### src/rc4u_pkg.sv
// ----------------------------------------------------------------------------
// rc4u_pkg
// Shared constants and controller/datapath interface types for the RC4 unit.
// ----------------------------------------------------------------------------
package rc4u_pkg;

  localparam int BYTE_W        = 8;
  localparam int PERM_SIZE     = 1 << BYTE_W;
  localparam int MAX_KEY_BYTES = 256;
  localparam int KEY_AW        = $clog2(MAX_KEY_BYTES);
  localparam int LEN_W         = 9;
  localparam int ADDR_W        = 3;
  localparam int DATA_W        = 32;

  localparam logic [LEN_W-1:0] KEY_LENGTH_RESET = 9'd16;
  localparam logic [LEN_W-1:0] KEY_FILL_MAX     = 9'h1FF;

  localparam logic REG_IDX_KEY_LENGTH = 1'b0;

  localparam logic REQ_KEY     = 1'b0;
  localparam logic REQ_PAYLOAD = 1'b1;

  typedef struct packed {
    logic key_write;
    logic ksa_start;
    logic ksa_read_k;
    logic ksa_read_acc;
    logic ksa_write_k;
    logic ksa_write_acc;
    logic prga_read_i;
    logic prga_read_j;
    logic prga_swap;
    logic prga_write_j;
    logic idx_clear;
  } rc4u_cmd_t;

  typedef struct packed {
    logic key_full;
    logic ksa_last;
  } rc4u_status_t;

endpackage

### src/rc4_stream_cipher_unit.sv
// Payload byte: accepted in the idle state, then passes the read, swap and
// write-back states set by the single-port permutation memory; the result is
// registered once the output register is free, and no new byte is accepted
// before then. The key byte that completes the key adds the 256-step schedule.
// Reset: synchronous; permutation reads as identity at once through valid
// bits, indices and key fill clear, key_length returns to 16.
// ----------------------------------------------------------------------------
// rc4_stream_cipher_unit
// RC4 engine top level: register port, output register, controller and
// datapath.
// ----------------------------------------------------------------------------
module rc4_stream_cipher_unit (
  input  logic                        clk,
  input  logic                        rst,
  input  logic                        in_valid,
  output logic                        in_ready,
  input  logic                        req_type,
  input  logic [rc4u_pkg::BYTE_W-1:0] data_byte,
  output logic                        out_valid,
  input  logic                        out_ready,
  output logic [rc4u_pkg::BYTE_W-1:0] cipher_byte,
  input  logic                        psel,
  input  logic                        penable,
  input  logic                        pwrite,
  input  logic [rc4u_pkg::ADDR_W-1:0] paddr,
  input  logic [rc4u_pkg::DATA_W-1:0] pwdata,
  output logic [rc4u_pkg::DATA_W-1:0] prdata,
  output logic                        pready
);
  import rc4u_pkg::*;

  logic [LEN_W-1:0]  key_length;
  logic [BYTE_W-1:0] cipher;
  logic              out_load;
  logic              out_free;
  rc4u_cmd_t         cmd;
  rc4u_status_t      status;

  assign pready = 1'b1;

  always_ff @(posedge clk) begin
    if (rst) begin
      key_length <= KEY_LENGTH_RESET;
    end else if (psel && penable && pwrite && pready &&
                 paddr[2] == REG_IDX_KEY_LENGTH) begin
      key_length <= pwdata[LEN_W-1:0];
    end
  end

  assign prdata = (paddr[2] == REG_IDX_KEY_LENGTH) ? DATA_W'(key_length) : '0;

  assign out_free = !out_valid || out_ready;

  always_ff @(posedge clk) begin
    if (rst) begin
      out_valid <= 1'b0;
    end else if (out_load) begin
      out_valid <= 1'b1;
    end else if (out_ready) begin
      out_valid <= 1'b0;
    end
  end

  always_ff @(posedge clk) begin
    if (out_load) begin
      cipher_byte <= cipher;
    end
  end

  rc4u_ctrl u_ctrl (
    .clk      (clk),
    .rst      (rst),
    .in_valid (in_valid),
    .req_type (req_type),
    .in_ready (in_ready),
    .out_free (out_free),
    .out_load (out_load),
    .status   (status),
    .cmd      (cmd)
  );

  rc4u_dp u_dp (
    .clk        (clk),
    .rst        (rst),
    .cmd        (cmd),
    .key_length (key_length),
    .data_byte  (data_byte),
    .status     (status),
    .cipher     (cipher)
  );

endmodule

### src/rc4u_perm.sv
// ----------------------------------------------------------------------------
// rc4u_perm
// Permutation memory with per-entry valid bits; an invalid entry reads as
// its own index, so a single-cycle clear restores the identity permutation.
// ----------------------------------------------------------------------------
module rc4u_perm (
  input  logic                        clk,
  input  logic                        rst,
  input  logic                        clear,
  input  logic                        rd_en,
  input  logic [rc4u_pkg::BYTE_W-1:0] rd_addr,
  output logic [rc4u_pkg::BYTE_W-1:0] rd_data,
  input  logic                        wr_en,
  input  logic [rc4u_pkg::BYTE_W-1:0] wr_addr,
  input  logic [rc4u_pkg::BYTE_W-1:0] wr_data
);
  import rc4u_pkg::*;

  logic [BYTE_W-1:0]    mem [PERM_SIZE];
  logic [PERM_SIZE-1:0] valid;
  logic [BYTE_W-1:0]    mem_q;
  logic [BYTE_W-1:0]    addr_q;
  logic                 valid_q;

  always_ff @(posedge clk) begin
    if (wr_en) begin
      mem[wr_addr] <= wr_data;
    end
    if (rd_en) begin
      mem_q   <= mem[rd_addr];
      addr_q  <= rd_addr;
      valid_q <= valid[rd_addr];
    end
  end

  always_ff @(posedge clk) begin
    if (rst || clear) begin
      valid <= '0;
    end else if (wr_en) begin
      valid[wr_addr] <= 1'b1;
    end
  end

  assign rd_data = valid_q ? mem_q : addr_q;

endmodule

### src/rc4u_dp.sv
// ----------------------------------------------------------------------------
// rc4u_dp
// Datapath: key store, permutation memory, schedule and generator indices,
// swap registers and keystream bypass.
// ----------------------------------------------------------------------------
module rc4u_dp (
  input  logic                        clk,
  input  logic                        rst,
  input  rc4u_pkg::rc4u_cmd_t         cmd,
  input  logic [rc4u_pkg::LEN_W-1:0]  key_length,
  input  logic [rc4u_pkg::BYTE_W-1:0] data_byte,
  output rc4u_pkg::rc4u_status_t      status,
  output logic [rc4u_pkg::BYTE_W-1:0] cipher
);
  import rc4u_pkg::*;

  logic [BYTE_W-1:0] key_mem [MAX_KEY_BYTES];
  logic [BYTE_W-1:0] key_q;
  logic [LEN_W-1:0]  fill;
  logic [LEN_W-1:0]  len;
  logic [KEY_AW-1:0] pos;
  logic [BYTE_W-1:0] k;
  logic [BYTE_W-1:0] acc;
  logic [BYTE_W-1:0] sk;
  logic [BYTE_W-1:0] idx_i;
  logic [BYTE_W-1:0] idx_j;
  logic [BYTE_W-1:0] si;
  logic [BYTE_W-1:0] sj;
  logic [BYTE_W-1:0] t_q;
  logic [BYTE_W-1:0] byte_q;
  logic [BYTE_W-1:0] ks;

  logic [BYTE_W-1:0] perm_q;
  logic              perm_rd_en;
  logic [BYTE_W-1:0] perm_rd_addr;
  logic              perm_wr_en;
  logic [BYTE_W-1:0] perm_wr_addr;
  logic [BYTE_W-1:0] perm_wr_data;

  logic [BYTE_W-1:0] acc_sum;
  logic [BYTE_W-1:0] i_inc;
  logic [BYTE_W-1:0] j_sum;
  logic [BYTE_W-1:0] t_sum;
  logic [LEN_W-1:0]  pos_inc;

  rc4u_perm u_perm (
    .clk     (clk),
    .rst     (rst),
    .clear   (cmd.ksa_start),
    .rd_en   (perm_rd_en),
    .rd_addr (perm_rd_addr),
    .rd_data (perm_q),
    .wr_en   (perm_wr_en),
    .wr_addr (perm_wr_addr),
    .wr_data (perm_wr_data)
  );

  always_comb begin
    if (key_length == '0) begin
      len = LEN_W'(1);
    end else if (key_length > LEN_W'(MAX_KEY_BYTES)) begin
      len = LEN_W'(MAX_KEY_BYTES);
    end else begin
      len = key_length;
    end
  end

  assign acc_sum = acc + perm_q + key_q;
  assign i_inc   = idx_i + BYTE_W'(1);
  assign j_sum   = idx_j + perm_q;
  assign t_sum   = si + perm_q;
  assign pos_inc = LEN_W'(pos) + LEN_W'(1);

  always_comb begin
    perm_rd_en   = 1'b0;
    perm_rd_addr = '0;
    perm_wr_en   = 1'b0;
    perm_wr_addr = '0;
    perm_wr_data = '0;
    if (cmd.ksa_read_k) begin
      perm_rd_en   = 1'b1;
      perm_rd_addr = k;
    end
    if (cmd.ksa_read_acc) begin
      perm_rd_en   = 1'b1;
      perm_rd_addr = acc_sum;
    end
    if (cmd.ksa_write_k) begin
      perm_wr_en   = 1'b1;
      perm_wr_addr = k;
      perm_wr_data = perm_q;
    end
    if (cmd.ksa_write_acc) begin
      perm_wr_en   = 1'b1;
      perm_wr_addr = acc;
      perm_wr_data = sk;
    end
    if (cmd.prga_read_i) begin
      perm_rd_en   = 1'b1;
      perm_rd_addr = i_inc;
    end
    if (cmd.prga_read_j) begin
      perm_rd_en   = 1'b1;
      perm_rd_addr = j_sum;
    end
    if (cmd.prga_swap) begin
      perm_wr_en   = 1'b1;
      perm_wr_addr = idx_i;
      perm_wr_data = perm_q;
      perm_rd_en   = 1'b1;
      perm_rd_addr = t_sum;
    end
    if (cmd.prga_write_j) begin
      perm_wr_en   = 1'b1;
      perm_wr_addr = idx_j;
      perm_wr_data = si;
    end
  end

  always_ff @(posedge clk) begin
    if (rst) begin
      fill  <= '0;
      idx_i <= '0;
      idx_j <= '0;
    end else begin
      if (cmd.key_write && fill != KEY_FILL_MAX) begin
        fill <= fill + LEN_W'(1);
      end
      if (cmd.prga_read_i) begin
        idx_i <= i_inc;
      end
      if (cmd.prga_read_j) begin
        idx_j <= j_sum;
      end
      if (cmd.idx_clear) begin
        fill  <= '0;
        idx_i <= '0;
        idx_j <= '0;
      end
    end
  end

  always_ff @(posedge clk) begin
    if (cmd.key_write && fill < LEN_W'(MAX_KEY_BYTES)) begin
      key_mem[fill[KEY_AW-1:0]] <= data_byte;
    end
    if (cmd.ksa_read_k) begin
      key_q <= key_mem[pos];
    end
    if (cmd.ksa_start) begin
      k   <= '0;
      acc <= '0;
      pos <= '0;
    end
    if (cmd.ksa_read_acc) begin
      acc <= acc_sum;
      sk  <= perm_q;
    end
    if (cmd.ksa_write_acc) begin
      k   <= k + BYTE_W'(1);
      pos <= (pos_inc == len) ? '0 : pos_inc[KEY_AW-1:0];
    end
    if (cmd.prga_read_i) begin
      byte_q <= data_byte;
    end
    if (cmd.prga_read_j) begin
      si <= perm_q;
    end
    if (cmd.prga_swap) begin
      sj  <= perm_q;
      t_q <= t_sum;
    end
  end

  always_comb begin
    if (t_q == idx_i) begin
      ks = sj;
    end else if (t_q == idx_j) begin
      ks = si;
    end else begin
      ks = perm_q;
    end
  end

  assign cipher          = byte_q ^ ks;
  assign status.key_full = (fill >= len);
  assign status.ksa_last = (k == '1);

endmodule

### src/rc4u_ctrl.sv
// ----------------------------------------------------------------------------
// rc4u_ctrl
// Controller: sequences key loading, the key schedule and one generator step
// per payload byte, and hands results to the output register.
// ----------------------------------------------------------------------------
module rc4u_ctrl (
  input  logic                   clk,
  input  logic                   rst,
  input  logic                   in_valid,
  input  logic                   req_type,
  output logic                   in_ready,
  input  logic                   out_free,
  output logic                   out_load,
  input  rc4u_pkg::rc4u_status_t status,
  output rc4u_pkg::rc4u_cmd_t    cmd
);
  import rc4u_pkg::*;

  localparam logic [3:0] ST_IDLE = 4'd0;
  localparam logic [3:0] ST_KCHK = 4'd1;
  localparam logic [3:0] ST_K0   = 4'd2;
  localparam logic [3:0] ST_K1   = 4'd3;
  localparam logic [3:0] ST_K2   = 4'd4;
  localparam logic [3:0] ST_K3   = 4'd5;
  localparam logic [3:0] ST_P2   = 4'd6;
  localparam logic [3:0] ST_P3   = 4'd7;
  localparam logic [3:0] ST_P4   = 4'd8;

  logic [3:0] state;
  logic [3:0] state_next;

  always_ff @(posedge clk) begin
    if (rst) begin
      state <= ST_IDLE;
    end else begin
      state <= state_next;
    end
  end

  always_comb begin
    state_next = state;
    cmd        = '0;
    in_ready   = 1'b0;
    out_load   = 1'b0;
    unique case (state)
      ST_IDLE: begin
        in_ready = 1'b1;
        if (in_valid) begin
          if (req_type == REQ_KEY) begin
            cmd.key_write = 1'b1;
            state_next    = ST_KCHK;
          end else begin
            cmd.prga_read_i = 1'b1;
            state_next      = ST_P2;
          end
        end
      end
      ST_KCHK: begin
        if (status.key_full) begin
          cmd.ksa_start = 1'b1;
          state_next    = ST_K0;
        end else begin
          state_next = ST_IDLE;
        end
      end
      ST_K0: begin
        cmd.ksa_read_k = 1'b1;
        state_next     = ST_K1;
      end
      ST_K1: begin
        cmd.ksa_read_acc = 1'b1;
        state_next       = ST_K2;
      end
      ST_K2: begin
        cmd.ksa_write_k = 1'b1;
        state_next      = ST_K3;
      end
      ST_K3: begin
        cmd.ksa_write_acc = 1'b1;
        if (status.ksa_last) begin
          cmd.idx_clear = 1'b1;
          state_next    = ST_IDLE;
        end else begin
          state_next = ST_K0;
        end
      end
      ST_P2: begin
        cmd.prga_read_j = 1'b1;
        state_next      = ST_P3;
      end
      ST_P3: begin
        cmd.prga_swap = 1'b1;
        state_next    = ST_P4;
      end
      ST_P4: begin
        cmd.prga_write_j = 1'b1;
        if (out_free) begin
          out_load   = 1'b1;
          state_next = ST_IDLE;
        end
      end
      default: begin
        state_next = ST_IDLE;
      end
    endcase
  end

endmodule

### config.mk
export PLATFORM = sky130hd
export DESIGN_NAME = rc4_stream_cipher_unit
export DESIGN_NICKNAME = d
export VERILOG_FILES = /design/src/rc4u_pkg.sv /design/src/rc4_stream_cipher_unit.sv /design/src/rc4u_perm.sv /design/src/rc4u_dp.sv /design/src/rc4u_ctrl.sv
export SDC_FILE = /design/constraint.sdc
export NUM_CORES = 2
export LEC_CHECK = 0
export BUFFER_PORTS_ARGS = -buffer_cell sky130_fd_sc_hd__clkbuf_2
export CAP_MARGIN = 40
export CORE_MARGIN = 4
export CORE_UTILIZATION = 55
export DETAILED_ROUTE_END_ITERATION = 7
export PLACE_DENSITY = 0.68
export SLEW_MARGIN = 20
export SYNTH_ARGS = -nofsm -noshare
export SYNTH_HDL_FRONTEND = slang
export SYNTH_HIERARCHICAL = 1
export SYNTH_SLANG_ARGS = --single-unit
### constraint.sdc
create_clock -name clk -period 41.2 [get_ports clk]
set_clock_uncertainty 0.15 [all_clocks]
set_input_delay 8.24 -clock clk [delete_from_list [all_inputs] [get_ports clk]]
set_output_delay 8.24 -clock clk [all_outputs]
set_load 0.03 [all_outputs]
==> results.cfg <==
[synthesis]
yosys.area.top_type = edfxtp_1
ys.flop_type = edfxtp_1
synthTopCellsByArea = edfxtp_1 (72%), mux4_2 (13%), dfxtp_1 (3.4%), nor2_1 (2.4%), mux2i_1 (1.7%)
synth_edf_count = 4193
yosysUniqueCellTypes = 75
netlist_area_sq_um = 176000
syn_avg_cell_area_sq_um = 19.5
async_reset_ff_frac = 0
synth_top_family_by_area = multiplexers
yosys_warnings = 6
synth_compound_area_frac = 0.0316
netlist.area_leader.share = 0.717
synth_cells = 8997
yosys.area_share.simple = 0.0399
synthAdderAreaFrac = 0.00378
yosysSeqAreaShare = 0.750
synth_common_cells = edfxtp_1 (4193), nor2_1 (1116), mux4_2 (1048)
synth_mux_area_frac = 0.152
yosysMostFrequentCell = edfxtp_1
synth-seq-cells = 4488
synthXorXnorAreaFrac = 0.00389

[detailed_routing]
drtAntennaViolNets = 0
via_count = 90300
wire_per_inst_um = 30.8
drcViolationCount = 0
finalWirelength_mm = 432
vias_per_cell = 6.44
drtIter0Drc = 11600
first_pass_iters = 5

[timing]
period_needed_ps = 17210
fmax_ghz = 0.0581
tns_ps = 0
rsz0062_at_grt = no
fin_crit_sh = 0.418
slew_violations = 0
setup_viol = 0
max-slew-margin-rel = 0.240
worstMarginPinSlew_ps = 1140
hold_violations = 0

[clocking]
clock_path_buffers = 4
holdBufCountCts = 0
cts_tree = done
cts-root-buf = clkbuf_16
htree_levels = 5
cts-buffers-inserted = 442
insertion_delay_ps = 980
ctsResizeCount = 0
cts_sinks = 4488
clk_pin_slew_worst_paths_ps = 60
post_cts_buffers = 0

[placement]
dp_hpwl_mm = 262
port_buffers = 44
gp_congestion = 0.892

[pwr]
power.internal_w = 0.00807
seqPwrFrac = 0.479
power.leakage_nw = 62.7
switchingPower_w = 0.00279
clkPwrFrac = 0.367
power_w = 0.0109
p_comb_frac = 0.154
vdd_drop_max_uv = 58.0
switching_share = 0.257
p_per_area_nw_per_um2 = 54.9

[die]
die_x_um = 573
io_pins = 94
start_util = 0.552
fp.dieH_um = 573
rows = 207
core_sq_um = 318000
die_area_sq_um = 328000

[setup_path]
start_kind = primary input
arrival_ps = 8820
cp_max_fo = 10
crit_path_frequent_cell = clkbuf_2
crit_type = in2out
critPathRequiredTime_ps = 32810
cp_slowest_stage_delay_ps = 240
end_kind = primary output
crit_chain = clkbuf_2, and2b_2, clkbuf_2
slowest_stage = and2b_2

[status]
status = complete, no violations

[global_route]
grt_pass1_wl_mm = 628
grt_busiest_layer = met2
antenna_found_initial = 17
grt_pass1_vias = 89300
use_met1 = 0.365
use_met3 = 0.0476
track_usage = 0.259
grt_use_met2 = 0.415
grt_max_degree = 257
gr-total-overflow = 0

[final_layout]
fin_nets = 9564
drive_gt1_frac = 0.239
fillCellCount = 21500
area.growth.synth_to_final_pct = 12.6

[min_path]
hp-class = reg2reg

[run]
drv_cap = 0
## area by class of cell
| cell class | instances | area, sq um | area share |
|---|---|---|---|
| antenna | 5 | 12.5 | 0.0000633 |
| clock buffer | 609 | 12100 | 0.0613 |
| clock inverter | 215 | 2270 | 0.0115 |
| inverter | 36 | 140 | 0.000709 |
| multi-input combinational | 3945 | 41000 | 0.207 |
| sequential | 4488 | 132000 | 0.666 |
| tap | 4180 | 5230 | 0.0264 |
| timing repair buffer | 553 | 5150 | 0.0260 |
## power by group through the flow
stage	Combinational (W)	Sequential [W]	Clock, W
after floorplan	0.00102	0.00542	0
after global placement	0.00158	0.00530	0
after detailed placement	0.00164	0.00530	0
after CTS	0.00165	0.00520	0.00404
after global routing	0.00176	0.00520	0.00425
final	0.00167	0.00520	0.00399
## metal layers
layer	vias up	share of wire
met4	8	0.041
met1	47400	0.38
met3	851	0.092
met5	-	0.00014
met2	4616	0.49
li1	37500	-
## cell usage in the layout, fill, tap and decap left out, types with 68 or more instances in the layout
master        n
edfxtp_1   4193
o22ai_1      84
clkbuf_16   448
a22oi_1     161
mux2i_1     292
nand3_1      87
o21ai_0      68
clkbuf_1    130
nand2_1     214
mux4_2     1048
a21oi_1     120
nor2_1     1107
buf_4       424
dfxtp_1     295
clkinv_2     83
## per-stage QoR
step                worst slack (ps)  cells  area (sq um)  hold WS [ps]   util
floorplan                      24290   9019        176000           285      -
global placement               24020  12900        180000           293  0.566
detailed placement             24000  13000        181000           304  0.570
CTS                            24000  13800        196000           318  0.615
global route                   23970  14000        198000           337  0.622
finish                         23990  14000        198000           313  0.622
## worst max-delay path: cells and delay by family
kind / cells / cell delay (ps)
and+or+nand+nor: 1 / 240
buffers and inverters: 2 / 340
## state kept, by name (all words and copies together), names as in the netlist, 9 cells and up
name	count
key_length	9
u_dp/fill	9
u_dp/key_mem	2048
u_dp/u_perm/mem	2048
u_dp/u_perm/valid	256
## kinds of logic (layout without fill, tap and decap cells)
kind of cell / count (synthesis) / after routing
other: 2 / 29
multiplexers: 1362 / 1362
XOR/XNOR: 78 / 78
buffers and inverters: 586 / 1413
flip-flops: 4488 / 4488
AND/OR/NAND/NOR: 1658 / 1658
adder cells (fa/ha/maj): 47 / 47
AO/OA/AOI/OAI: 776 / 776
## final timing paths
path                                        endpoint  slack, ps  cells past startpoint                          startpoint
setup / recovery                           prdata[1]      23990                      3                            paddr[2]
setup reg to reg      u_dp/u_perm/mem_q[6]$_DFFE_PP_      32560                     20        u_ctrl/state[3]$_SDFFE_PP0P_
hold / removal    u_dp/u_perm/valid[42]$_SDFFE_PP0P_        310                      2  u_dp/u_perm/valid[42]$_SDFFE_PP0P_
hold reg to reg   u_dp/u_perm/valid[42]$_SDFFE_PP0P_        310                      2  u_dp/u_perm/valid[42]$_SDFFE_PP0P_
(Power assumes the default switching activity.)
